$ cat src/pstp_ram.sv
// Generic RAM with one write port and two registered read ports.
module pstp_ram #(
  parameter int unsigned WIDTH = 8,
  parameter int unsigned DEPTH = 16
) (
  input  logic                     clk_i,
  input  logic                     we_i,
  input  logic [$clog2(DEPTH)-1:0] waddr_i,
  input  logic [WIDTH-1:0]         wdata_i,
  input  logic [$clog2(DEPTH)-1:0] raddr_a_i,
  output logic [WIDTH-1:0]         rdata_a_o,
  input  logic [$clog2(DEPTH)-1:0] raddr_b_i,
  output logic [WIDTH-1:0]         rdata_b_o
);

  logic [WIDTH-1:0] mem_q [DEPTH];
  logic [WIDTH-1:0] rdata_a_q;
  logic [WIDTH-1:0] rdata_b_q;

  // Write and registered reads; a read of the written address returns old data.
  always_ff @(posedge clk_i) begin
    if (we_i) begin
      mem_q[waddr_i] <= wdata_i;
    end
    rdata_a_q <= mem_q[raddr_a_i];
    rdata_b_q <= mem_q[raddr_b_i];
  end

  assign rdata_a_o = rdata_a_q;
  assign rdata_b_o = rdata_b_q;

endmodule

$ cat config.mk
export PLATFORM = sky130hd
export DESIGN_NAME = pstp_ram
export DESIGN_NICKNAME = d
export VERILOG_FILES = /design/src/pstp_ram.sv
export SDC_FILE = /design/constraint.sdc
export NUM_CORES = 1
export LEC_CHECK = 0
export ABC_CLOCK_PERIOD_IN_PS = 2300
export BUFFER_PORTS_ARGS = -buffer_cell sky130_fd_sc_hd__buf_2
export CAP_MARGIN = 0
export CORE_MARGIN = 5
export CORE_UTILIZATION = 55
export DETAILED_ROUTE_END_ITERATION = 7
export PLACE_DENSITY_LB_ADDON = 0.08
export SYNTH_ARGS = -nofsm -noshare
export SYNTH_HDL_FRONTEND = slang
export SYNTH_SLANG_ARGS = --single-unit
$ cat constraint.sdc
create_clock -name clk_i -period 2.3 [get_ports clk_i]
set_clock_uncertainty 0.1 [all_clocks]
set_input_delay 0.46 -clock clk_i [delete_from_list [all_inputs] [get_ports clk_i]]
set_output_delay 0.46 -clock clk_i [all_outputs]
set_load 0.05 [all_outputs]
==> flow_metrics.env <==
export IMPL_maxSlewHeadroom_pct=38.79
export IMPL_grt_pass1_vias=3539
export IMPL_syn_num_nets=329
export IMPL_drtPass1Iterations=4
export IMPL_p_per_area_nw_per_um2=863.0
export IMPL_crit_chain="buf_2 > buf_4 > mux4_1 > a22oi_1 > nand2_1"
export IMPL_grt_overflow_total=0
export IMPL_cts_setup_buffers=0
export IMPL_avgViaCountPerCell=6.294
export IMPL_min_path_type="in2reg"
export IMPL_cp_max_fo=12
export IMPL_synthCells=307
export IMPL_slew_viol_final=0
export IMPL_slowest_stage="mux4_1"
export IMPL_die_area_um2=13790
export IMPL_ios=38
export IMPL_dpl_hpwl_mm=8.993
export IMPL_critPathArrivalTime_ps=1810
export IMPL_setup_viol=0
export IMPL_num_rows=39
export IMPL_cp_buffers_inverters=2
export IMPL_avgSynthCellArea_um2=20.67
export IMPL_drive_gt1_share_pct=34.11
export IMPL_die_h_um=117.4
export IMPL_maxCapViolCount=0
export IMPL_reg2reg_depth=3
export IMPL_coreArea_um2=11370
export IMPL_final_nets=393
export IMPL_startpoint_type="input pin"
export IMPL_timing_critical_path_from="raddr_b_i[0]"
export IMPL_regToRegSetupSlack_ps=790
export IMPL_fillers=795
export IMPL_ys_seq_elements=144
export IMPL_final_setup_tns_ps=0
export IMPL_root_buffer="clkbuf_16"
export IMPL_fin_crit_sh_pct=70.02
export IMPL_ir_drop_v=0.0006729
export IMPL_endpoint="rdata_b_o[4]"
export IMPL_max_stage_delay_ps=580
export IMPL_ant_nets=0
export IMPL_start_util_pct=55.82
export IMPL_cts_tree="done"
export IMPL_place_gp_congestion=0.7554
export IMPL_diodes=0
export IMPL_synth_seq_area_share_pct=65.62
export IMPL_timing_rr_end="rdata_a_o[4]"
export IMPL_cts_max_level=4
export IMPL_p_leak_uw=0.002631
export IMPL_grt_antenna_before_repair=0
export IMPL_syn_area_um2=6346
export IMPL_ctsHoldBuffers=0
export IMPL_drtIter0Drc=291
export IMPL_cp_depth=5
export IMPL_crit_family="multiplexers"
export IMPL_ys_warn_count=0
export IMPL_ctsResizeCount=0
export IMPL_tightest_slew_ps=916.2
export IMPL_cp_end_kind="register"
export IMPL_fmax_ghz=0.6209
export IMPL_fin_hold_ws_ps=320.0
export IMPL_layout_min_cycle_time_ps=1611
export IMPL_status="finished, final reports clean"
export IMPL_clk_latency_ps=420
export IMPL_numPortBuffers=37
export IMPL_cts_sinks=144
export IMPL_dr_total_vias=3317
export IMPL_crit_type="in2reg"
export IMPL_drt_wl_total_mm=13.73
export IMPL_r2r_start="mem_q[10][4]"
export IMPL_grt_max_degree=21
export IMPL_die_width_um=117.4
export IMPL_cp_required_ps=2500
export IMPL_clk_pin_slew_ps=60
export IMPL_wire_per_inst_um=26.06
export IMPL_clock_path_buffers=2
export IMPL_grt_first_pass_wirelength_mm=21.22
export IMPL_drc=0
export IMPL_cts_made_buffers=17
export IMPL_track_usage_pct=21.22
export IMPL_area_growth_pct=17.29
export IMPL_yosysUniqueCellTypes=20
export IMPL_finalHoldViolCount=0
export IMPL_rsz0062_at_grt="false"
[report_power, final]
group          internal, µW  switching, µW  leakage [µW]
Sequential             2930           28.1       0.00129
Combinational           214            340       0.00103
Clock                  1930            986      0.000312
[worst register-to-register path, cell delays in order (launching register included)]
cell	delay (ps)
edfxtp_1	380
mux4_1	500
a22oi_1	340
nand2_1	80
[synthesized netlist by cell type]
library cell / instances / share of area (%)
a22oi_1: 32 / 3.8
and2_1: 2 / 0.20
and2b_1: 2 / 0.24
buf_2: 6 / 0.47
buf_4: 2 / 0.24
buf_6: 6 / 1.1
clkdlybuf4s25_2: 6 / 0.95
dfxtp_1: 16 / 5.0
edfxtp_1: 128 / 61
mux4_1: 28 / 12
mux4_2: 34 / 12
mux4_4: 2 / 0.79
nand2_1: 17 / 1.0
nand2b_1: 2 / 0.20
nand3_1: 1 / 0.079
nand3b_1: 2 / 0.24
nor2_1: 14 / 0.83
nor2b_1: 2 / 0.20
nor3_1: 4 / 0.32
or3b_2: 1 / 0.14
[routing by layer]
| metal | up-vias | global-route usage (%) | routed length (µm) |
|---|---|---|---|
| li1 | 1465 | - | - |
| met4 | 0 | 8.122 | 226 |
| met1 | 1707 | 28.36 | 5396 |
| met2 | 130 | 33.31 | 7099 |
| met5 | - | 0 | 0 |
| met3 | 15 | 6.064 | 1009 |
[area by class of cell]
cell class,count,area (µm²),share of cell area (%)
Clock inverter,14,193.9,2.605
Timing Repair Buffer,65,457.9,6.152
Multi-Input combinational cell,143,2009,27.00
Sequential cell,144,4164,55.94
Clock buffer,18,439.2,5.900
Tap cell,143,178.9,2.404
[cells in the final DEF, fill, tap and decap left out]
| cell | Yosys | layout |
|---|---|---|
| a22oi_1 | 32 | 32 |
| and2_1 | 2 | 2 |
| and2b_1 | 2 | 2 |
| buf_12 | 0 | 5 |
| buf_2 | 6 | 37 |
| buf_4 | 2 | 23 |
| bufinv_16 | 0 | 5 |
| clkbuf_16 | 0 | 17 |
| clkbuf_8 | 0 | 1 |
| clkinv_1 | 0 | 3 |
| clkinv_2 | 0 | 5 |
| clkinvlp_4 | 0 | 1 |
| dfxtp_1 | 16 | 16 |
| edfxtp_1 | 128 | 128 |
| mux4_1 | 28 | 28 |
| mux4_2 | 34 | 34 |
| mux4_4 | 2 | 2 |
| nand2_1 | 17 | 17 |
| nand2b_1 | 2 | 2 |
| nand3_1 | 1 | 1 |
| nand3b_1 | 2 | 2 |
| nor2_1 | 14 | 14 |
| nor2b_1 | 2 | 2 |
| nor3_1 | 4 | 4 |
| or3b_2 | 1 | 1 |
[how the worst min path moves through the flow]
stage,start,to,slack [ps],cells after the start
floorplan,wdata_i[0],mem_q[0][0],460,0
CTS,wdata_i[5],mem_q[12][5],310,1
finish,wdata_i[7],mem_q[4][7],320,1
global placement,mem_q[15][1],rdata_b_o[1],570,3
global route,wdata_i[5],mem_q[15][5],320,1
detailed placement,mem_q[14][5],rdata_a_o[5],600,3
[stage by stage]
step	utilization [%]	power, µW	instances	instance area (µm²)	setup WS, ps
detailed placement	59.90	3572	495	6810	218.2
global route	65.47	6636	527	7443	604.8
global placement	59.90	3564	495	6810	223.2
CTS	65.47	6467	527	7443	662.0
floorplan	-	3385	307	6346	247.1
finish	65.47	6424	527	7443	689.5
[kinds of logic after synthesis]
family	Yosys count	synth area share, %
mux	64	24.45
simple gates	47	3.430
compound gates	32	3.785
buf+inv	20	2.721
flops	144	65.62
[state kept, by name, indices dropped and copies added, names as in the netlist]
name	count
mem_q	128
rdata_b_o	8
rdata_a_o	8
(Power assumes the default switching activity.)
